## src/rtl/triac_dimmer_channel_allocator_assert.svh

```systemverilog
// Assertion macros shared by the allocator modules.
// Each macro expects clk and rst_n to be visible where it is used.
`ifndef TRIAC_DIMMER_CHANNEL_ALLOCATOR_ASSERT_SVH
`define TRIAC_DIMMER_CHANNEL_ALLOCATOR_ASSERT_SVH

// Same-cycle implication.
`define TDCA_ASSERT_IMP(lbl, ante, cons, msg) \
  lbl: assert property (@(posedge clk) disable iff (!rst_n) (ante) |-> (cons)) \
    else $error(msg);

// Next-cycle implication.
`define TDCA_ASSERT_NXT(lbl, ante, cons, msg) \
  lbl: assert property (@(posedge clk) disable iff (!rst_n) (ante) |=> (cons)) \
    else $error(msg);

`endif

```

## src/rtl/tdca_pkg.sv

```systemverilog
`timescale 1ns / 1ps
package tdca_pkg;

  localparam int UNITS_DEF   = 3;
  localparam int DIMMERS_DEF = 6;
  localparam int DIM_IDX_W   = 3;

  localparam logic [15:0] HCT_RESET  = 16'd16667;
  localparam logic [7:0]  LEVEL_FULL = 8'd100;

  localparam logic [2:0] CMD_NOP = 3'd0;
  localparam logic [2:0] CMD_SET = 3'd1;
  localparam logic [2:0] CMD_ON  = 3'd2;
  localparam logic [2:0] CMD_OFF = 3'd3;

  localparam logic [1:0] STAT_OK     = 2'd0;
  localparam logic [1:0] STAT_NODIM  = 2'd1;
  localparam logic [1:0] STAT_BADID  = 2'd2;
  localparam logic [1:0] STAT_BADCMD = 2'd3;

  localparam logic [1:0] MODE_OFF = 2'd0;
  localparam logic [1:0] MODE_ON  = 2'd1;
  localparam logic [1:0] MODE_DIM = 2'd2;

  // Firing delay as a fraction of 2^16 of a half cycle, indexed by percent.
  localparam logic [15:0] POWER_LUT [0:100] = '{
    16'd65535, 16'd57934, 16'd55907, 16'd54462, 16'd53297,
    16'd52300, 16'd51419, 16'd50621, 16'd49889, 16'd49208,
    16'd48568, 16'd47964, 16'd47390, 16'd46841, 16'd46314,
    16'd45807, 16'd45317, 16'd44842, 16'd44381, 16'd43933,
    16'd43495, 16'd43068, 16'd42650, 16'd42240, 16'd41838,
    16'd41443, 16'd41055, 16'd40672, 16'd40295, 16'd39923,
    16'd39556, 16'd39193, 16'd38834, 16'd38479, 16'd38127,
    16'd37778, 16'd37432, 16'd37089, 16'd36748, 16'd36409,
    16'd36072, 16'd35737, 16'd35403, 16'd35071, 16'd34740,
    16'd34410, 16'd34080, 16'd33752, 16'd33424, 16'd33096,
    16'd32768, 16'd32440, 16'd32112, 16'd31784, 16'd31456,
    16'd31126, 16'd30796, 16'd30465, 16'd30133, 16'd29799,
    16'd29464, 16'd29127, 16'd28788, 16'd28447, 16'd28104,
    16'd27758, 16'd27409, 16'd27057, 16'd26702, 16'd26343,
    16'd25980, 16'd25613, 16'd25241, 16'd24864, 16'd24481,
    16'd24093, 16'd23698, 16'd23296, 16'd22886, 16'd22468,
    16'd22041, 16'd21603, 16'd21155, 16'd20694, 16'd20219,
    16'd19729, 16'd19222, 16'd18695, 16'd18146, 16'd17572,
    16'd16968, 16'd16328, 16'd15647, 16'd14915, 16'd14117,
    16'd13236, 16'd12239, 16'd11074, 16'd9629,  16'd7602,
    16'd0
  };

  typedef enum logic [1:0] {
    S_IDLE,
    S_CALC,
    S_COMMIT
  } state_t;

  typedef struct packed {
    logic load;
    logic calc;
    logic commit;
  } ctl_t;

endpackage

```

## src/rtl/triac_dimmer_channel_allocator.sv

```systemverilog
`timescale 1ns / 1ps
// Triac dimmer channel allocator.
// A command beat (in_cmd, in_unit_id, in_level, in_capture_time) is taken at a
// clock edge where start is high and busy is low. Set level, on and off
// commands each give one result beat on the out_ ports, flagged by out_valid
// for exactly one cycle; a nothing command gives no result.
// The command is captured at the accepting edge, then goes through the calc
// state for the power table multiply and the free-channel search, and the
// commit state that updates the unit and channel state and registers the
// result. busy falls in the cycle in which out_valid is high, so a new command
// can be accepted while the result beat is shown. The sequencer steps one
// command at a time. The user must write half_cycle_ticks through
// cfg_we/cfg_wdata only while idle; the block itself does not enforce it.
// Synchronous reset puts every unit off, frees every channel, drops any
// pending result and loads half_cycle_ticks with 16667.
// The receiver has no back-pressure: it must take each result beat when shown.
module triac_dimmer_channel_allocator #(
  parameter int UNITS   = tdca_pkg::UNITS_DEF,
  parameter int DIMMERS = tdca_pkg::DIMMERS_DEF
) (
  input  logic        clk,
  input  logic        rst_n,
  input  logic        cfg_we,
  input  logic [15:0] cfg_wdata,
  input  logic        start,
  output logic        busy,
  input  logic [2:0]  in_cmd,
  input  logic [7:0]  in_unit_id,
  input  logic [7:0]  in_level,
  input  logic [15:0] in_capture_time,
  output logic        out_valid,
  output logic [1:0]  out_status,
  output logic [2:0]  out_cmd_echo,
  output logic [7:0]  out_unit_echo,
  output logic [1:0]  out_unit_mode,
  output logic        out_dimmer_valid,
  output logic [2:0]  out_dimmer_index,
  output logic [15:0] out_compare_value,
  output logic        out_fire_pulse
);
  import tdca_pkg::*;

  ctl_t ctl;

  tdca_ctrl u_ctrl (
    .clk   (clk),
    .rst_n (rst_n),
    .start (start),
    .busy  (busy),
    .ctl   (ctl)
  );

  tdca_datapath #(
    .UNITS   (UNITS),
    .DIMMERS (DIMMERS)
  ) u_datapath (
    .clk               (clk),
    .rst_n             (rst_n),
    .ctl               (ctl),
    .cfg_we            (cfg_we),
    .cfg_wdata         (cfg_wdata),
    .in_cmd            (in_cmd),
    .in_unit_id        (in_unit_id),
    .in_level          (in_level),
    .in_capture_time   (in_capture_time),
    .out_valid         (out_valid),
    .out_status        (out_status),
    .out_cmd_echo      (out_cmd_echo),
    .out_unit_echo     (out_unit_echo),
    .out_unit_mode     (out_unit_mode),
    .out_dimmer_valid  (out_dimmer_valid),
    .out_dimmer_index  (out_dimmer_index),
    .out_compare_value (out_compare_value),
    .out_fire_pulse    (out_fire_pulse)
  );

endmodule

```

## src/rtl/tdca_ctrl.sv

```systemverilog
`timescale 1ns / 1ps
`include "triac_dimmer_channel_allocator_assert.svh"
module tdca_ctrl (
  input  logic          clk,
  input  logic          rst_n,
  input  logic          start,
  output logic          busy,
  output tdca_pkg::ctl_t ctl
);
  import tdca_pkg::*;

  state_t state_r;
  state_t state_nxt;

  always_ff @(posedge clk) begin
    if (!rst_n) begin
      state_r <= S_IDLE;
    end else begin
      state_r <= state_nxt;
    end
  end

  always_comb begin
    state_nxt = state_r;
    case (state_r)
      S_IDLE: begin
        if (start) state_nxt = S_CALC;
      end
      S_CALC:   state_nxt = S_COMMIT;
      S_COMMIT: state_nxt = S_IDLE;
      default:  state_nxt = S_IDLE;
    endcase
  end

  always_comb begin
    ctl  = '0;
    busy = 1'b1;
    case (state_r)
      S_IDLE: begin
        busy     = 1'b0;
        ctl.load = start;
      end
      S_CALC:   ctl.calc = 1'b1;
      S_COMMIT: ctl.commit = 1'b1;
      default:  busy = 1'b1;
    endcase
  end

  `TDCA_ASSERT_NXT(a_commit_returns_idle, ctl.commit, state_r == S_IDLE, "commit did not end")
  `TDCA_ASSERT_IMP(a_calc_after_load, ctl.calc, $past(ctl.load), "calc without a load")
  `TDCA_ASSERT_NXT(a_accept_starts, start && !busy, ctl.calc, "accepted beat not processed")

endmodule

```

## src/rtl/tdca_datapath.sv

```systemverilog
`timescale 1ns / 1ps
`include "triac_dimmer_channel_allocator_assert.svh"
module tdca_datapath #(
  parameter int UNITS   = tdca_pkg::UNITS_DEF,
  parameter int DIMMERS = tdca_pkg::DIMMERS_DEF
) (
  input  logic           clk,
  input  logic           rst_n,
  input  tdca_pkg::ctl_t ctl,
  input  logic           cfg_we,
  input  logic [15:0]    cfg_wdata,
  input  logic [2:0]     in_cmd,
  input  logic [7:0]     in_unit_id,
  input  logic [7:0]     in_level,
  input  logic [15:0]    in_capture_time,
  output logic           out_valid,
  output logic [1:0]     out_status,
  output logic [2:0]     out_cmd_echo,
  output logic [7:0]     out_unit_echo,
  output logic [1:0]     out_unit_mode,
  output logic           out_dimmer_valid,
  output logic [2:0]     out_dimmer_index,
  output logic [15:0]    out_compare_value,
  output logic           out_fire_pulse
);
  import tdca_pkg::*;

  localparam int UIW = (UNITS > 1) ? $clog2(UNITS) : 1;
  localparam int DIW = (DIMMERS > 1) ? $clog2(DIMMERS) : 1;

  logic [15:0] hct_r;

  // Captured command.
  logic [2:0]  cmd_r;
  logic [7:0]  id_r;
  logic [7:0]  lvl_r;
  logic [15:0] cap_r;

  // Results of the multiply and free-channel search.
  logic [15:0]    cv_r;
  logic           free_found_r;
  logic [DIW-1:0] free_idx_r;

  // Unit and channel state.
  logic [1:0]     mode_r  [UNITS];
  logic           has_r   [UNITS];
  logic [DIW-1:0] slot_r  [UNITS];
  logic           busy_r  [DIMMERS];
  logic [6:0]     dlvl_r  [DIMMERS];
  logic [1:0]     mode_nxt[UNITS];
  logic           has_nxt [UNITS];
  logic [DIW-1:0] slot_nxt[UNITS];
  logic           busy_nxt[DIMMERS];
  logic [6:0]     dlvl_nxt[DIMMERS];

  // Result registers.
  logic        out_valid_r;
  logic [1:0]  status_r;
  logic [2:0]  echo_cmd_r;
  logic [7:0]  echo_unit_r;
  logic [1:0]  omode_r;
  logic        odv_r;
  logic [2:0]  oidx_r;
  logic [15:0] ocv_r;
  logic        ofire_r;

  logic        out_valid_nxt;
  logic [1:0]  status_nxt;
  logic [2:0]  echo_cmd_nxt;
  logic [7:0]  echo_unit_nxt;
  logic [1:0]  omode_nxt;
  logic        odv_nxt;
  logic [2:0]  oidx_nxt;
  logic [15:0] ocv_nxt;
  logic        ofire_nxt;

  logic [6:0]  lut_idx;
  logic [31:0] prod;
  logic        found;
  logic [DIW-1:0] found_idx;

  // Only levels 1 to 99 ever use the product, so other levels look up entry 0.
  assign lut_idx = (lvl_r < LEVEL_FULL) ? lvl_r[6:0] : 7'd0;
  assign prod    = {16'd0, POWER_LUT[lut_idx]} * {16'd0, hct_r};

  always_comb begin
    found     = 1'b0;
    found_idx = '0;
    for (int k = DIMMERS - 1; k >= 0; k--) begin
      if (!busy_r[k]) begin
        found     = 1'b1;
        found_idx = DIW'(k);
      end
    end
  end

  always_comb begin
    logic [UIW-1:0] u;
    logic [DIW-1:0] s;
    logic           id_ok;
    logic           full;
    logic           zero;

    u     = UIW'(id_r - 8'd1);
    s     = slot_r[u];
    id_ok = (id_r != 8'd0) && (id_r <= 8'(UNITS));
    full  = (cmd_r == CMD_ON) || ((cmd_r == CMD_SET) && (lvl_r >= LEVEL_FULL));
    zero  = (cmd_r == CMD_OFF) || ((cmd_r == CMD_SET) && (lvl_r == 8'd0));

    mode_nxt = mode_r;
    has_nxt  = has_r;
    slot_nxt = slot_r;
    busy_nxt = busy_r;
    dlvl_nxt = dlvl_r;

    out_valid_nxt = 1'b0;
    status_nxt    = STAT_OK;
    echo_cmd_nxt  = cmd_r;
    echo_unit_nxt = 8'd0;
    omode_nxt     = MODE_OFF;
    odv_nxt       = 1'b0;
    oidx_nxt      = 3'd0;
    ocv_nxt       = 16'd0;
    ofire_nxt     = 1'b0;

    if (ctl.commit) begin
      case (cmd_r)
        CMD_NOP: out_valid_nxt = 1'b0;
        CMD_SET, CMD_ON, CMD_OFF: begin
          out_valid_nxt = 1'b1;
          echo_unit_nxt = id_r;
          if (!id_ok) begin
            status_nxt = STAT_BADID;
          end else if (full || zero) begin
            if (has_r[u]) begin
              busy_nxt[s] = 1'b0;
              dlvl_nxt[s] = 7'd0;
            end
            has_nxt[u]  = 1'b0;
            slot_nxt[u] = '0;
            mode_nxt[u] = full ? MODE_ON : MODE_OFF;
            omode_nxt   = full ? MODE_ON : MODE_OFF;
          end else if (has_r[u]) begin
            ofire_nxt   = (lvl_r > {1'b0, dlvl_r[s]}) && (cap_r >= cv_r);
            dlvl_nxt[s] = lvl_r[6:0];
            omode_nxt   = mode_r[u];
            odv_nxt     = 1'b1;
            oidx_nxt    = 3'(s);
            ocv_nxt     = cv_r;
          end else if (free_found_r) begin
            busy_nxt[free_idx_r] = 1'b1;
            dlvl_nxt[free_idx_r] = lvl_r[6:0];
            has_nxt[u]  = 1'b1;
            slot_nxt[u] = free_idx_r;
            mode_nxt[u] = MODE_DIM;
            omode_nxt   = MODE_DIM;
            odv_nxt     = 1'b1;
            oidx_nxt    = 3'(free_idx_r);
            ocv_nxt     = cv_r;
          end else begin
            status_nxt = STAT_NODIM;
            omode_nxt  = mode_r[u];
          end
        end
        default: begin
          out_valid_nxt = 1'b1;
          status_nxt    = STAT_BADCMD;
        end
      endcase
    end
  end

  always_ff @(posedge clk) begin
    if (!rst_n) begin
      hct_r       <= HCT_RESET;
      out_valid_r <= 1'b0;
      for (int i = 0; i < UNITS; i++) begin
        mode_r[i] <= MODE_OFF;
        has_r[i]  <= 1'b0;
        slot_r[i] <= '0;
      end
      for (int k = 0; k < DIMMERS; k++) begin
        busy_r[k] <= 1'b0;
        dlvl_r[k] <= 7'd0;
      end
    end else begin
      if (cfg_we) hct_r <= cfg_wdata;
      out_valid_r <= out_valid_nxt;
      mode_r <= mode_nxt;
      has_r  <= has_nxt;
      slot_r <= slot_nxt;
      busy_r <= busy_nxt;
      dlvl_r <= dlvl_nxt;
    end
  end

  always_ff @(posedge clk) begin
    if (ctl.load) begin
      cmd_r <= in_cmd;
      id_r  <= in_unit_id;
      lvl_r <= in_level;
      cap_r <= in_capture_time;
    end
    if (ctl.calc) begin
      cv_r         <= prod[31:16];
      free_found_r <= found;
      free_idx_r   <= found_idx;
    end
    if (ctl.commit) begin
      status_r    <= status_nxt;
      echo_cmd_r  <= echo_cmd_nxt;
      echo_unit_r <= echo_unit_nxt;
      omode_r     <= omode_nxt;
      odv_r       <= odv_nxt;
      oidx_r      <= oidx_nxt;
      ocv_r       <= ocv_nxt;
      ofire_r     <= ofire_nxt;
    end
  end

  assign out_valid         = out_valid_r;
  assign out_status        = status_r;
  assign out_cmd_echo      = echo_cmd_r;
  assign out_unit_echo     = echo_unit_r;
  assign out_unit_mode     = omode_r;
  assign out_dimmer_valid  = odv_r;
  assign out_dimmer_index  = oidx_r;
  assign out_compare_value = ocv_r;
  assign out_fire_pulse    = ofire_r;

  `TDCA_ASSERT_IMP(a_strobe_after_commit, out_valid_r, $past(ctl.commit), "stray result strobe")
  `TDCA_ASSERT_IMP(a_dimmer_means_dim, out_valid_r && odv_r, omode_r == MODE_DIM, "dimmer without dim mode")
  `TDCA_ASSERT_IMP(a_error_is_quiet, out_valid_r && (status_r != STAT_OK), !ofire_r && !odv_r, "error result carries a channel")

endmodule

```

## config.mk

```make
export PLATFORM = sky130hd
export DESIGN_NAME = triac_dimmer_channel_allocator
export DESIGN_NICKNAME = d
export VERILOG_FILES = /design/src/rtl/tdca_pkg.sv /design/src/rtl/triac_dimmer_channel_allocator.sv /design/src/rtl/tdca_ctrl.sv /design/src/rtl/tdca_datapath.sv
export VERILOG_INCLUDE_DIRS = /design/src /design/src/rtl
export SDC_FILE = /design/constraint.sdc
export NUM_CORES = 1
export LEC_CHECK = 0
export BUFFER_PORTS_ARGS = -buffer_cell sky130_fd_sc_hd__buf_2
export CAP_MARGIN = 25
export CORE_MARGIN = 1.5
export CORE_UTILIZATION = 60
export DETAILED_ROUTE_END_ITERATION = 10
export MAX_ROUTING_LAYER = met4
export PLACE_DENSITY = 0.78
export SKIP_LAST_GASP = 1
export SLEW_MARGIN = 10
export SYNTH_ARGS = -nofsm -noshare
export SYNTH_HDL_FRONTEND = slang
export SYNTH_SLANG_ARGS = --single-unit
```

## constraint.sdc

```tcl
create_clock -name clk -period 14.3 [get_ports clk]
set_input_delay 1.43 -clock clk [delete_from_list [all_inputs] [get_ports clk]]
set_output_delay 1.43 -clock clk [all_outputs]
set_load 0.02 [all_outputs]
```

# --- Word-level counts from Yosys, hierarchy flattened ---
# Memories as Yosys holds them, arrays and structs flattened.
# Cells that the tools add are included.
word_totals:
  register_bits: 176
  romBits: 2048
  in_bits: 55
  out_inout_bits: 38
  elab_cells: 189
  mem_count: 1
mem_list:
  columns: ["memory", "depth", "width", "read_ports", "rd_ports_with_merged_regs", "wr", "line", "text"]
  rows:
  - ["(no name shown)", 128, 16, 1, 0, 0, "tdca_datapath.sv:84", "assign prod = {16'd0, POWER_LUT[lut_idx]} * {16'd0, hct_r};"]
op_classes:
  n_addsub: 1
  multipliers: 1
  magnitude_cmp: 12
  n_eq_ne: 8
  muxes: 78
  bitwise_logic: 20
  reduce_logical: 27
ops:
  columns: ["operator", "count"]
  rows:
  - ["$mux 42", 4]
  - ["$bwmux 42", 2]
  - ["$mux 16", 4]
  - ["$and 42x42->42", 1]
  - ["$demux 7 s3", 2]
  - ["$mux 6", 7]
  - ["$not 42->42", 1]
  - ["$mux 7", 5]
  - ["$mul 16x16->32", 1]
  - ["$mux 3", 10]
  - ["$mux 9", 3]
  - ["$mux 2", 12]
  - ["$bmux 7 s3", 1]
  - ["$ge 16x16->1", 1]
  - ["$mux 1", 16]
  - ["$reduce_and 5->1", 3]
  - ["$and 9x9->9", 1]
  - ["$bwmux 9", 1]
  - ["$not 9->9", 1]
  - ["$ge 4x4->1 const B", 2]
  - ["$ge 8x7->1 const B", 1]
  - ["$ge 8x8->1 const B", 1]
  - ["$gt 8x7->1", 1]
  - ["$le 8x2->1 const B", 1]
  - ["other kinds (42)", 65]

# --- Longest topological paths before layout ---
# Gate-level depths: netlist of the first run.
logic_depth:
  depth_word: 14
  ltp_mapped: 37

# --- By module ---
# From an unflattened synthesis of the first run, not the netlist that was laid out.
hier_totals:
  cells_unflattened: 2046
  area_unflattened_um2: 18428.9
modules_own_cells:
  columns: ["module", "n_inst", "cells_each", "area_each_um2"]
  rows:
  - ["tdca_datapath", 1, 2037, 18327.6]
  - ["tdca_ctrl", 1, 9, 101.3]

# --- Worst setup path after synthesis of the first run ---
# Ideal clock, no wire load.
synth_path:
  path_type: "reg2reg"
  startpoint: "register u_datapath.lvl_r[3]"
  endpoint: "register u_datapath.cv_r[10], data pin"
  arrival_time_ns: 8.732
  required_ns: 14.042
  path_slack_ns: 5.310
  stages_incl_launch_ff: 37
  cell_sequence: "edfxtp_1 -> o311ai_2 -> nand2_1 -> nor2_1 -> ha_1 -> clkbuf_1 -> inv_1 -> nor2_1 -> a21oi_1 -> nor2_1 -> a211oi_1 -> o22a_1 -> o41ai_2 -> clkbuf_1 -> nand2_1 -> fa_1 -> inv_1 -> fa_1 -> inv_1 -> fa_1 -> inv_1 -> fa_1 -> fa_1 -> inv_1 -> fa_1 -> inv_1 -> ha_1 -> clkbuf_1 -> a21o_1 -> a21o_1 -> a21o_1 -> a21o_1 -> a21oi_1 -> a31oi_1 -> a311o_1 -> a31o_1 -> xor2_1"
synth_between:
  elab_chain_len: 7
synth_lines:
  columns: ["item", "line", "text"]
  rows:
  - ["start, declared", "tdca_datapath.sv:36", "logic [7:0] lvl_r;"]
  - ["start signal, assigned", "tdca_datapath.sv:201", "lvl_r <= in_level;"]
  - ["$lt 8x7->1", "tdca_datapath.sv:83", "assign lut_idx = (lvl_r < LEVEL_FULL) ? lvl_r[6:0] : 7'd0;"]
  - ["$mux 7 (*)", "tdca_datapath.sv:83", null]
  - ["$not 7->8 (not written as such) (*)", "tdca_datapath.sv:84", null]
  - ["$mem_v2 128x16 (*)", null, null]
  - ["$mux 16 (not written as such) (*) (2 in a row)", "tdca_datapath.sv:84", null]
  - ["$mul 16x16->32 (*)", "tdca_datapath.sv:84", null]
  - ["net u_datapath.prod[26]", "tdca_datapath.sv:78", "logic [31:0] prod;"]
  - ["end signal, assigned", "tdca_datapath.sv:205", "cv_r <= prod[31:16];"]
  - ["end, declared", "tdca_datapath.sv:40", "logic [15:0] cv_r;"]
# The timed path passes the listed nets; every way through them passes the cells marked *. The select of a mux whose other input is x is not followed.
# A chain may end at the register's enable or synchronous reset.

# --- Worst setup path after layout of the first run ---
# Same ends and word-level chain as after synthesis.

==> results of run 1 <==
[path summary, 6_finish.rpt]
| kind | startpoint | endpoint | slack, ns | cells after the start |
|---|---|---|---|---|
| min | u_datapath.dlvl_r[11] | u_datapath.dlvl_r[11] | 0.46 | 2 |
| max reg2reg | u_datapath.lvl_r[3] | u_datapath.cv_r[10] | 3.97 | 35 |
| min reg2reg | u_datapath.dlvl_r[11] | u_datapath.dlvl_r[11] | 0.46 | 2 |
| max | u_datapath.lvl_r[3] | u_datapath.cv_r[10] | 3.97 | 35 |
[Yosys cell counts, types with 22 or more instances]
cell / number
and2_1: 124
a21oi_1: 79
mux2i_1: 39
a22oi_1: 40
clkbuf_1: 77
inv_1: 267
nand3_1: 34
buf_2: 34
nor2_1: 106
nor3_1: 41
fa_1: 193
o21ai_0: 81
a31oi_1: 22
nand2_1: 241
ha_1: 141
edfxtp_1: 91
dfxtp_1: 85
a21o_1: 32
nor2b_1: 92
[cell families after synthesis]
family | synth area share
AO/OA/AOI/OAI | 0.160
adder cells (fa/ha/maj) | 0.300
AND/OR/NAND/NOR | 0.187
multiplexers | 0.0256
buffers and inverters | 0.0838
flip-flops | 0.237
XOR/XNOR | 0.00701
[routing by layer]
| layer | GRT usage | share of wire | vias up |
|---|---|---|---|
| li1 | - | - | 7139 |
| met1 | 0.483 | 0.42 | 7630 |
| met2 | 0.532 | 0.44 | 974 |
| met3 | 0.0691 | 0.11 | 171 |
| met4 | 0.136 | 0.038 | 0 |
| met5 | - | 0 | - |
[sequential cells by signal, indices dropped and copies added, names as in the netlist, 6 cells and up, named ones only]
| signal | cells |
|---|---|
| u_datapath.hct_r | 16 |
| u_datapath.busy_r | 6 |
| u_datapath.out_compare_value | 16 |
| u_datapath.cap_r | 16 |
| u_datapath.out_unit_echo | 8 |
| u_datapath.mode_r | 6 |
| u_datapath.dlvl_r | 42 |
| u_datapath.cv_r | 16 |
| u_datapath.lvl_r | 8 |
| u_datapath.id_r | 8 |
| u_datapath.slot_r | 9 |
[per-stage QoR]
stage	hold WS [ns]	util	worst slack (ns)	cell area, um2
after floorplan	0.424	-	5.31	18700
after global placement	0.444	0.634	4.37	19500
after detailed placement	0.449	0.635	4.18	19500
after CTS	0.461	0.656	4.14	20100
after global routing	0.473	0.656	3.46	20100
final	0.458	0.656	3.97	20100
[critical path, delay by kind of cell, from the launching register on]
kind            cells  cell delay (ns)
buf+inv             8             1.13
flops               1             0.36
xor+xnor            1             0.13
simple gates        5             1.50
fa+ha+maj           8             4.05
compound gates     13             2.84
[layout make-up]
cell class | instances | area (um2)
Antenna cell | 1 | 2.50
Clock buffer | 17 | 425
Inverter | 272 | 1020
Sequential cell | 176 | 4430
Multi-Input combinational cell | 1535 | 12800
Tap cell | 396 | 495
Timing Repair Buffer | 128 | 754
Fill cell | 2450 | 10500
Clock inverter | 15 | 204
==> metrics.txt, run 1 <==
# TYPE chip_impl_metric gauge
chip_impl_metric{name="slew-limit-headroom",unit=""} 0.294
chip_impl_info{name="timing.critical_path.to_type",value="flip-flop"} 1
chip_impl_info{name="slowest_stage",value="ha_1"} 1
chip_impl_metric{name="timing_hold_violations_final",unit=""} 0
chip_impl_metric{name="pin_count_of_the_biggest_net_entering_global_routing",unit=""} 83
chip_impl_metric{name="gp_routability_congestion",unit=""} 0.994
chip_impl_metric{name="finalCriticalPeriod",unit="ns"} 10.33
chip_impl_metric{name="placement.io_buffers",unit=""} 92
chip_impl_metric{name="setup_tns",unit="ns"} 0
chip_impl_metric{name="synth_top_cell_area_share",unit=""} 0.206
chip_impl_metric{name="worstPathRequired",unit="ns"} 14.50
chip_impl_info{name="crit_path_start_kind",value="flip-flop"} 1
chip_impl_metric{name="max-cap-violations",unit=""} 0
chip_impl_metric{name="fp.coreArea",unit="um2"} 30700
chip_impl_metric{name="arrival",unit="ns"} 10.53
chip_impl_metric{name="die_x",unit="um"} 180
chip_impl_metric{name="path_clk_slew",unit="ns"} 0.09
chip_impl_metric{name="worstPathMaxFanout",unit=""} 52
chip_impl_metric{name="core.rowCount",unit=""} 64
chip_impl_metric{name="drcViolationCount",unit=""} 0
chip_impl_info{name="outcome",value="complete, no violations"} 1
chip_impl_metric{name="synth-seq-area-share",unit=""} 0.237
chip_impl_metric{name="cts.htree.levels",unit=""} 4
chip_impl_metric{name="place_hpwl",unit="mm"} 40.3
chip_impl_metric{name="floorplan.initialDensity",unit=""} 0.611
chip_impl_info{name="tritoncts",value="yes"} 1
chip_impl_metric{name="finalClockSkew",unit="ns"} 0.0212
chip_impl_metric{name="first_pass_grt_wire_length",unit="mm"} 87.8
chip_impl_metric{name="setup-violations-final",unit=""} 0
chip_impl_metric{name="yosys_register_bits",unit=""} 176
chip_impl_metric{name="wl",unit="mm"} 55.7
chip_impl_metric{name="initialDrtViolationCount",unit=""} 1799
chip_impl_metric{name="synthCells",unit=""} 2108
chip_impl_metric{name="final_net_count",unit=""} 2519
chip_impl_metric{name="cts_resized",unit=""} 0
chip_impl_metric{name="clkSinkCount",unit=""} 176
chip_impl_metric{name="place.detailed.instances",unit=""} 2506
chip_impl_metric{name="syn_avg_cell_area",unit="um2"} 8.89
chip_impl_metric{name="post-route-period-util",unit=""} 0.722
chip_impl_metric{name="io_pins",unit=""} 93
chip_impl_info{name="layout.cells.most_common",value="inv_1"} 1
chip_impl_metric{name="antenna_found_initial",unit=""} 1
chip_impl_info{name="mostFrequentLayoutCells",value="267 x inv_1, 241 x nand2_1, 193 x fa_1"} 1
chip_impl_metric{name="cts-buffers-inserted",unit=""} 17
chip_impl_metric{name="total_congestion_overflow",unit=""} 0
chip_impl_metric{name="layoutNonFillerInstCount",unit=""} 2540
chip_impl_metric{name="area_growth",unit="%"} 7.33
chip_impl_metric{name="cts_setup_buffers",unit=""} 0
chip_impl_info{name="min_path_type",value="flip-flop to flip-flop"} 1
chip_impl_metric{name="ys_warn_count",unit=""} 0
chip_impl_metric{name="vias",unit=""} 15900
chip_impl_metric{name="syn-cell-area",unit="um2"} 18700
chip_impl_metric{name="average_routed_wire_per_standard_cell",unit="um"} 21.9
chip_impl_metric{name="drtPass1Iterations",unit=""} 6
chip_impl_metric{name="delay_of_the_slowest_cell_on_the_worst_path",unit="ns"} 0.72
chip_impl_metric{name="die_h",unit="um"} 180
chip_impl_info{name="grt_setup_unrepaired",value="no"} 1
chip_impl_metric{name="post_route_cells_drive_above_1_share",unit=""} 0.0947
chip_impl_metric{name="cts-root-to-sink-buffers",unit=""} 2
chip_impl_metric{name="max_freq",unit="MHz"} 96.9
chip_impl_metric{name="ctsHoldBuffers",unit=""} 0
chip_impl_metric{name="cell_variety_after_synth",unit=""} 92
chip_impl_metric{name="synth_nets",unit=""} 2497
chip_impl_metric{name="synthArstFlopShare",unit=""} 0
chip_impl_metric{name="tightestPinTransition",unit="ns"} 1.06
chip_impl_info{name="critPathKind",value="flip-flop to flip-flop"} 1
chip_impl_info{name="synth_flop_cell",value="edfxtp_1"} 1
chip_impl_info{name="cell_type_contributing_the_most_total_cell_area_after_synthesis",value="fa_1"} 1
chip_impl_metric{name="die_area",unit="um2"} 32300
chip_impl_metric{name="viasPerCell",unit=""} 6.27
chip_impl_metric{name="clock_latency",unit="ns"} 0.46
chip_impl_metric{name="drtAntennaViolNets",unit=""} 0
chip_impl_info{name="post_synth_main_area_contributors",value="fa_1 21%, edfxtp_1 15%, ha_1 9.4%"} 1
chip_impl_metric{name="via_count_of_the_first_global_routing_pass",unit=""} 15900
chip_impl_metric{name="global_route.usage.total",unit=""} 0.357
chip_impl_metric{name="synth_edf_count",unit=""} 91
chip_impl_info{name="clock-root-buffer",value="clkbuf_16"} 1
chip_impl_metric{name="final-max-slew-violation-count",unit=""} 0
Power of run 1 is not shown: default switching activity piles up to over one toggle a cycle in this logic, so the estimate is an artifact.
==> inputs of run 2 (changes only) <==
--- a/config.mk
+++ b/config.mk
@@ -9,10 +9,10 @@
 export BUFFER_PORTS_ARGS = -buffer_cell sky130_fd_sc_hd__buf_2
 export CAP_MARGIN = 25
 export CORE_MARGIN = 1.5
-export CORE_UTILIZATION = 60
+export CORE_UTILIZATION = 58
 export DETAILED_ROUTE_END_ITERATION = 10
 export MAX_ROUTING_LAYER = met4
-export PLACE_DENSITY = 0.78
+export PLACE_DENSITY = 0.79
 export SKIP_LAST_GASP = 1
 export SLEW_MARGIN = 10
 export SYNTH_ARGS = -nofsm -noshare
==> constraint.sdc (replaced) <==
create_clock -name clk -period 9.45 [get_ports clk]
set_input_delay 0.945 -clock clk [delete_from_list [all_inputs] [get_ports clk]]
set_output_delay 0.945 -clock clk [all_outputs]
set_load 0.02 [all_outputs]
==> run 2 against run 1 <==
Compared with the run above:
- highest routed layer unchanged
- core utilization is 1.6 points lower
- cell area is 0.86% higher
- critical path depth is 6 lower
- cell count is 1.0% higher
==> metrics.txt, run 2 (same netlist as run 1, synthesis figures left out) <==
# TYPE chip_impl_metric gauge
chip_impl_info{name="critical-path-top-delay-family",value="compound AO/OA/AOI/OAI gates"} 1
chip_impl_metric{name="core.rowCount",unit=""} 65
chip_impl_info{name="clock-root-buffer",value="clkbuf_16"} 1
chip_impl_metric{name="clkSinkCount",unit=""} 176
chip_impl_metric{name="floorplan.initialDensity",unit=""} 0.591
chip_impl_metric{name="worstPathRequired",unit="ns"} 9.64
chip_impl_metric{name="gp_routability_congestion",unit=""} 1.04
chip_impl_metric{name="finalCriticalPeriod",unit="ns"} 9.10
chip_impl_metric{name="place_hpwl",unit="mm"} 40.8
chip_impl_info{name="critical-path-top-cell-by-count",value="fa_1"} 1
chip_impl_metric{name="cts-root-to-sink-buffers",unit=""} 2
chip_impl_metric{name="final_net_count",unit=""} 2540
chip_impl_metric{name="path_clk_slew",unit="ns"} 0.08
chip_impl_metric{name="arrival",unit="ns"} 9.29
chip_impl_metric{name="layoutNonFillerInstCount",unit=""} 2566
chip_impl_metric{name="number_of_flip_flops_under_the_largest_register_name",unit=""} 42
chip_impl_info{name="outcome",value="complete, no violations"} 1
chip_impl_metric{name="die_x",unit="um"} 183
chip_impl_metric{name="placement.io_buffers",unit=""} 92
chip_impl_metric{name="clock_latency",unit="ns"} 0.45
chip_impl_metric{name="tightestPinTransition",unit="ns"} 1.04
chip_impl_metric{name="max_freq",unit="MHz"} 110
chip_impl_metric{name="die_h",unit="um"} 183
chip_impl_metric{name="drtAntennaViolNets",unit=""} 0
chip_impl_metric{name="first_pass_grt_wire_length",unit="mm"} 88.6
chip_impl_metric{name="delay_of_the_slowest_cell_on_the_worst_path",unit="ns"} 0.71
chip_impl_metric{name="cts_resized",unit=""} 0
chip_impl_metric{name="fillerInstances",unit=""} 2581
chip_impl_metric{name="setup-violations-final",unit=""} 0
chip_impl_metric{name="drtPass1Iterations",unit=""} 6
chip_impl_metric{name="timing_hold_violations_final",unit=""} 0
chip_impl_metric{name="finalClockSkew",unit="ns"} 0.0213
chip_impl_metric{name="area_growth",unit="%"} 8.25
chip_impl_metric{name="viasPerCell",unit=""} 6.28
chip_impl_metric{name="cts_setup_buffers",unit=""} 0
chip_impl_metric{name="setup_ws",unit="ns"} 0.348
chip_impl_info{name="mostFrequentLayoutCells",value="267 x inv_1, 241 x nand2_1, 193 x fa_1"} 1
chip_impl_metric{name="global_route.usage.total",unit=""} 0.351
chip_impl_info{name="min_path_type",value="flip-flop to flip-flop"} 1
chip_impl_metric{name="fp.coreArea",unit="um2"} 31700
chip_impl_metric{name="ctsHoldBuffers",unit=""} 0
chip_impl_metric{name="pin_count_of_the_biggest_net_entering_global_routing",unit=""} 83
chip_impl_metric{name="insertedDiodeCount",unit=""} 0
chip_impl_metric{name="io_pins",unit=""} 93
chip_impl_metric{name="cts.htree.levels",unit=""} 4
chip_impl_metric{name="drcViolationCount",unit=""} 0
chip_impl_metric{name="worstPathMaxFanout",unit=""} 53
chip_impl_metric{name="antenna_found_initial",unit=""} 1
chip_impl_metric{name="total_congestion_overflow",unit=""} 0
chip_impl_metric{name="post_route_cells_drive_above_1_share",unit=""} 0.106
chip_impl_metric{name="initialDrtViolationCount",unit=""} 2054
chip_impl_metric{name="slew-limit-headroom",unit=""} 0.304
chip_impl_metric{name="place.detailed.instances",unit=""} 2532
chip_impl_metric{name="post-route-period-util",unit=""} 0.963
chip_impl_metric{name="average_routed_wire_per_standard_cell",unit="um"} 21.6
chip_impl_metric{name="max-cap-violations",unit=""} 0
chip_impl_info{name="slowest_stage",value="o22ai_1"} 1
chip_impl_metric{name="die_area",unit="um2"} 33400
chip_impl_info{name="crit_path_start_kind",value="flip-flop"} 1
chip_impl_metric{name="hold_slack",unit="ns"} 0.453
chip_impl_metric{name="vias",unit=""} 16100
chip_impl_info{name="layout.cells.most_common",value="inv_1"} 1
chip_impl_info{name="timing.critical_path.to_type",value="flip-flop"} 1
chip_impl_metric{name="wl",unit="mm"} 55.5
chip_impl_info{name="tritoncts",value="yes"} 1
chip_impl_info{name="critPathKind",value="flip-flop to flip-flop"} 1
chip_impl_metric{name="worstPathBufferInverterCount",unit=""} 7
chip_impl_metric{name="cts-buffers-inserted",unit=""} 17
chip_impl_metric{name="via_count_of_the_first_global_routing_pass",unit=""} 16100
chip_impl_info{name="max_flop_register",value="u_datapath.dlvl_r"} 1
chip_impl_metric{name="placement.setup.worst_slack",unit="ns"} 0.247
chip_impl_metric{name="final-max-slew-violation-count",unit=""} 0
-- run 2: cell type report --
class                   count  area [um2]  share of cell area
repair buffers            149         912              0.0449
well taps                 402         503              0.0248
multi-input cells        1535       12800               0.632
inverters                 272        1020              0.0503
clock inverters            15         170             0.00838
clock buffers              17         425              0.0210
flip-flops and latches    176        4430               0.218
-- run 2: worst register-to-register path: cells and delay by family, from the launching register on --
family,cells,cell delay [ns]
AOI/OAI and AO/OA,11,3.00
adders and majority gates,7,2.94
buffers and inverters,7,1.72
and+or+nand+nor,3,0.64
DFF,1,0.40
xor gates and xnor gates,1,0.13
-- run 2: metrics by stage --
| stage | setup TNS, ns | utilization | instance area (um2) |
|---|---|---|---|
| 4_1_cts | 0 | 0.637 | 20200 |
| 6_report | 0 | 0.640 | 20300 |
| 3_3_place_gp | 0 | 0.618 | 19600 |
| 3_5_place_dp | 0 | 0.619 | 19600 |
| 2_1_floorplan | 0 | - | 18700 |
| 5_1_grt | -0.00609 | 0.640 | 20300 |
-- run 2: final timing paths --
path                           endpoint                  start  cells past startpoint  slack (ns)
hold reg to reg   u_datapath.dlvl_r[13]  u_datapath.dlvl_r[13]                      2        0.45
setup reg to reg    u_datapath.cv_r[10]    u_datapath.lvl_r[2]                     29        0.35
hold / removal    u_datapath.dlvl_r[13]  u_datapath.dlvl_r[13]                      2        0.45
setup / recovery    u_datapath.cv_r[10]    u_datapath.lvl_r[2]                     29        0.35
-- run 2: layer usage --
| layer | track usage | vias up | wire, um |
|---|---|---|---|
| met5 | - | - | 0 |
| met1 | 0.475 | 7804 | 23200 |
| met2 | 0.530 | 983 | 24600 |
| met4 | 0.131 | 0 | 2000 |
| li1 | - | 7173 | - |
| met3 | 0.0606 | 156 | 5780 |
Power of run 2 is left out for the same reason.
==> inputs of run 3 (changes only) <==
--- a/config.mk
+++ b/config.mk
@@ -6,6 +6,7 @@
 export SDC_FILE = /design/constraint.sdc
 export NUM_CORES = 1
 export LEC_CHECK = 0
+export ABC_AREA = 1
 export BUFFER_PORTS_ARGS = -buffer_cell sky130_fd_sc_hd__buf_2
 export CAP_MARGIN = 25
 export CORE_MARGIN = 1.5
==> run 3 against run 2 <==
Compared with the run above:
- clock-buffer cell count increased by 2
- register-to-register slack improved by 0.15 ns
- routed wire length increased by 9.4%
- clock skew increased by 0.0032 ns
- critical path type unchanged
- cell count increased by 7.6%
- area after synthesis decreased by 4.0%
- sequential cell count unchanged
- critical path depth increased by 6
- sequential share of layout area increased by 0.82 points
- setup slack improved by 0.15 ns
- hold slack improved by 0.012 ns
- highest routed layer unchanged
- die area decreased by 3.9%
==> metrics.txt, run 3 <==
# TYPE chip_impl_metric gauge
chip_impl_info{name="outcome",value="complete, no violations"} 1
chip_impl_metric{name="synth_nets",unit=""} 2666
chip_impl_info{name="tritoncts",value="yes"} 1
chip_impl_info{name="critPathKind",value="flip-flop to flip-flop"} 1
chip_impl_metric{name="finalCriticalPeriod",unit="ns"} 8.96
chip_impl_info{name="r2r-start",value="u_datapath.lvl_r[4]"} 1
chip_impl_metric{name="tightestPinTransition",unit="ns"} 0.836
chip_impl_info{name="critical-path-top-delay-family",value="adder cells"} 1
chip_impl_metric{name="synth-seq-area-share",unit=""} 0.246
chip_impl_metric{name="die_area",unit="um2"} 32100
chip_impl_metric{name="die_h",unit="um"} 179
chip_impl_metric{name="setup-violations-final",unit=""} 0
chip_impl_metric{name="cell_variety_after_synth",unit=""} 65
chip_impl_metric{name="cts-root-to-sink-buffers",unit=""} 2
chip_impl_metric{name="average_routed_wire_per_standard_cell",unit="um"} 22.0
chip_impl_info{name="timing.critical_path.to_type",value="flip-flop"} 1
chip_impl_metric{name="initialDrtViolationCount",unit=""} 1792
chip_impl_info{name="critical_path.reg2reg.endpoint",value="u_datapath.cv_r[12]"} 1
chip_impl_metric{name="ys_warn_count",unit=""} 0
chip_impl_metric{name="clkSinkCount",unit=""} 176
chip_impl_info{name="yosys-top-cells-count",value="503 x nand2_1, 394 x inv_1, 247 x nor2_1, 193 x fa_1, 161 x a21oi_1"} 1
chip_impl_metric{name="setup_tns",unit="ns"} 0
chip_impl_metric{name="vias",unit=""} 16800
chip_impl_metric{name="total_congestion_overflow",unit=""} 0
chip_impl_metric{name="min_delay_path_depth",unit=""} 2
chip_impl_metric{name="antenna_found_initial",unit=""} 0
chip_impl_metric{name="io_pins",unit=""} 93
chip_impl_info{name="holdCritStartpoint",value="u_datapath.slot_r[8]"} 1
chip_impl_info{name="cell_type_contributing_the_most_total_cell_area_after_synthesis",value="fa_1"} 1
chip_impl_metric{name="place_hpwl",unit="mm"} 47.5
chip_impl_metric{name="multiInputGateArea",unit="um2"} 11700
chip_impl_metric{name="post_route_cells_drive_above_1_share",unit=""} 0.0948
chip_impl_metric{name="core.rowCount",unit=""} 64
chip_impl_metric{name="placement.io_buffers",unit=""} 92
chip_impl_info{name="crit_path_start_kind",value="flip-flop"} 1
chip_impl_metric{name="reg2reg_depth",unit=""} 35
chip_impl_metric{name="delay_of_the_slowest_cell_on_the_worst_path",unit="ns"} 0.57
chip_impl_metric{name="viasPerCell",unit=""} 6.08
chip_impl_metric{name="reg2reg_setup_slack",unit="ns"} 0.49
chip_impl_metric{name="via_count_of_the_first_global_routing_pass",unit=""} 16600
chip_impl_metric{name="final-max-slew-violation-count",unit=""} 0
chip_impl_metric{name="cts-buffers-inserted",unit=""} 17
chip_impl_metric{name="ctsHoldBuffers",unit=""} 0
chip_impl_info{name="grt_setup_unrepaired",value="no"} 1
chip_impl_info{name="max_flop_register",value="u_datapath.dlvl_r"} 1
chip_impl_metric{name="path_clk_slew",unit="ns"} 0.07
chip_impl_metric{name="drcViolationCount",unit=""} 0
chip_impl_metric{name="cts_setup_buffers",unit=""} 0
chip_impl_metric{name="area_growth",unit="%"} 8.64
chip_impl_metric{name="syn-cell-area",unit="um2"} 18000
chip_impl_metric{name="insertedDiodeCount",unit=""} 0
chip_impl_metric{name="clock_latency",unit="ns"} 0.47
chip_impl_metric{name="max-cap-violations",unit=""} 0
chip_impl_metric{name="synthArstFlopShare",unit=""} 0
chip_impl_metric{name="synthCells",unit=""} 2277
chip_impl_metric{name="global_route.usage.total",unit=""} 0.399
chip_impl_metric{name="synth_top_cell_area_share",unit=""} 0.215
chip_impl_metric{name="first_pass_grt_wire_length",unit="mm"} 92.2
chip_impl_info{name="min_path_type",value="flip-flop to flip-flop"} 1
chip_impl_metric{name="combined_flip_flop_and_latch_cell_area",unit="um2"} 4430
chip_impl_metric{name="syn_avg_cell_area",unit="um2"} 7.91
chip_impl_metric{name="die_x",unit="um"} 179
chip_impl_metric{name="cts.htree.levels",unit=""} 4
chip_impl_metric{name="fillerInstances",unit=""} 2658
chip_impl_metric{name="wl",unit="mm"} 60.7
chip_impl_metric{name="pin_count_of_the_biggest_net_entering_global_routing",unit=""} 43
chip_impl_info{name="post_synth_main_area_contributors",value="fa_1 21%, edfxtp_1 15%, nand2_1 10%"} 1
chip_impl_metric{name="yosys_register_bits",unit=""} 176
chip_impl_metric{name="slew-limit-headroom",unit=""} 0.438
chip_impl_metric{name="floorplan.initialDensity",unit=""} 0.589
chip_impl_metric{name="worstPathMaxFanout",unit=""} 15
chip_impl_metric{name="worstPathBufferInverterCount",unit=""} 8
chip_impl_metric{name="post-route-period-util",unit=""} 0.948
chip_impl_info{name="slowest_stage",value="edfxtp_1"} 1
chip_impl_metric{name="max_freq",unit="MHz"} 112
chip_impl_metric{name="synth_edf_count",unit=""} 91
chip_impl_metric{name="timing_hold_violations_final",unit=""} 0
chip_impl_info{name="layout.cells.most_common",value="nand2_1"} 1
chip_impl_metric{name="fp.coreArea",unit="um2"} 30600
chip_impl_metric{name="drtAntennaViolNets",unit=""} 0
chip_impl_info{name="synthMostInstantiatedCell",value="nand2_1"} 1
chip_impl_metric{name="drtPass1Iterations",unit=""} 6
chip_impl_info{name="timing.hold.worst_endpoint",value="u_datapath.slot_r[8]"} 1
chip_impl_info{name="synth_flop_cell",value="edfxtp_1"} 1
chip_impl_info{name="mostFrequentLayoutCells",value="503 x nand2_1, 393 x inv_1, 245 x nor2_1"} 1
chip_impl_metric{name="cts_resized",unit=""} 0
chip_impl_metric{name="gp_routability_congestion",unit=""} 1.05
chip_impl_metric{name="final_net_count",unit=""} 2740
chip_impl_info{name="clock-root-buffer",value="clkbuf_16"} 1
chip_impl_metric{name="arrival",unit="ns"} 9.16
chip_impl_metric{name="finalClockSkew",unit="ns"} 0.0245
chip_impl_metric{name="number_of_flip_flops_under_the_largest_register_name",unit=""} 42
chip_impl_metric{name="worstPathRequired",unit="ns"} 9.65
-- run 3: changes by cell type after synthesis, moves of 38 or more --
cell / previous run / this run
and2_1: 124 / 0
inv_1: 267 / 394
nor2b_1: 92 / 0
a21oi_1: 79 / 161
mux2i_1: 39 / 0
a22oi_1: 40 / 2
nand2_1: 241 / 503
nor2_1: 106 / 247
-- run 3: area by class of cell --
cell class | instances | area share
clock buffer | 19 | 0.0232
clock inverter | 13 | 0.00851
inverter | 425 | 0.0817
multi-input combinational | 1610 | 0.598
sequential | 176 | 0.227
tap | 396 | 0.0253
timing repair buffer | 121 | 0.0367
-- run 3: kinds of logic after synthesis --
| kind of cell | after synthesis | synth area share |
|---|---|---|
| simple gates | 884 | 0.201 |
| xor+xnor | 11 | 0.00535 |
| compound gates | 381 | 0.129 |
| buf+inv | 491 | 0.105 |
| fa+ha+maj | 334 | 0.313 |
| flops | 176 | 0.246 |
-- run 3: worst max-delay path by stage --
stage | cells past startpoint | slack [ns] | endpoint | start
global route | 35 | 0.11 | u_datapath.cv_r[12] | u_datapath.lvl_r[4]
CTS | 36 | 0.80 | u_datapath.cv_r[12] | u_datapath.lvl_r[4]
detailed placement | 36 | 0.84 | u_datapath.cv_r[12] | u_datapath.lvl_r[4]
floorplan | 36 | 2.34 | u_datapath.cv_r[13] | u_datapath.lvl_r[3]
finish | 35 | 0.49 | u_datapath.cv_r[12] | u_datapath.lvl_r[4]
global placement | 35 | 0.92 | u_datapath.cv_r[12] | u_datapath.lvl_r[4]
-- run 3: stage by stage --
stage               utilization  cells  area [um2]  hold slack (ns)  setup WS [ns]
global placement          0.617   2726       18900            0.432          0.925
global route              0.640   2760       19600            0.477          0.115
finish                    0.640   2760       19600            0.464          0.494
CTS                       0.639   2759       19500            0.464          0.803
floorplan                     -   2277       18000            0.423           2.34
detailed placement        0.618   2727       18900            0.453          0.844
-- run 3: worst register-to-register path: cells and delay by family (launching register included) --
family | cells | cell delay [ns]
flip-flops | 1 | 0.57
adder cells (fa/ha/maj) | 8 | 3.64
buffers and inverters | 8 | 1.10
AO/OA/AOI/OAI | 10 | 1.71
XOR/XNOR | 1 | 0.15
AND/OR/NAND/NOR | 8 | 1.55
-- run 3: per-layer routing --
metal / vias up / share of wire / global-route usage
met3: 213 / 0.13 / 0.122
li1: 7399 / - / -
met1: 8046 / 0.39 / 0.502
met4: 0 / 0.043 / 0.171
met5: - / 0 / -
met2: 1114 / 0.44 / 0.593
Power of run 3 is left out for the same reason.
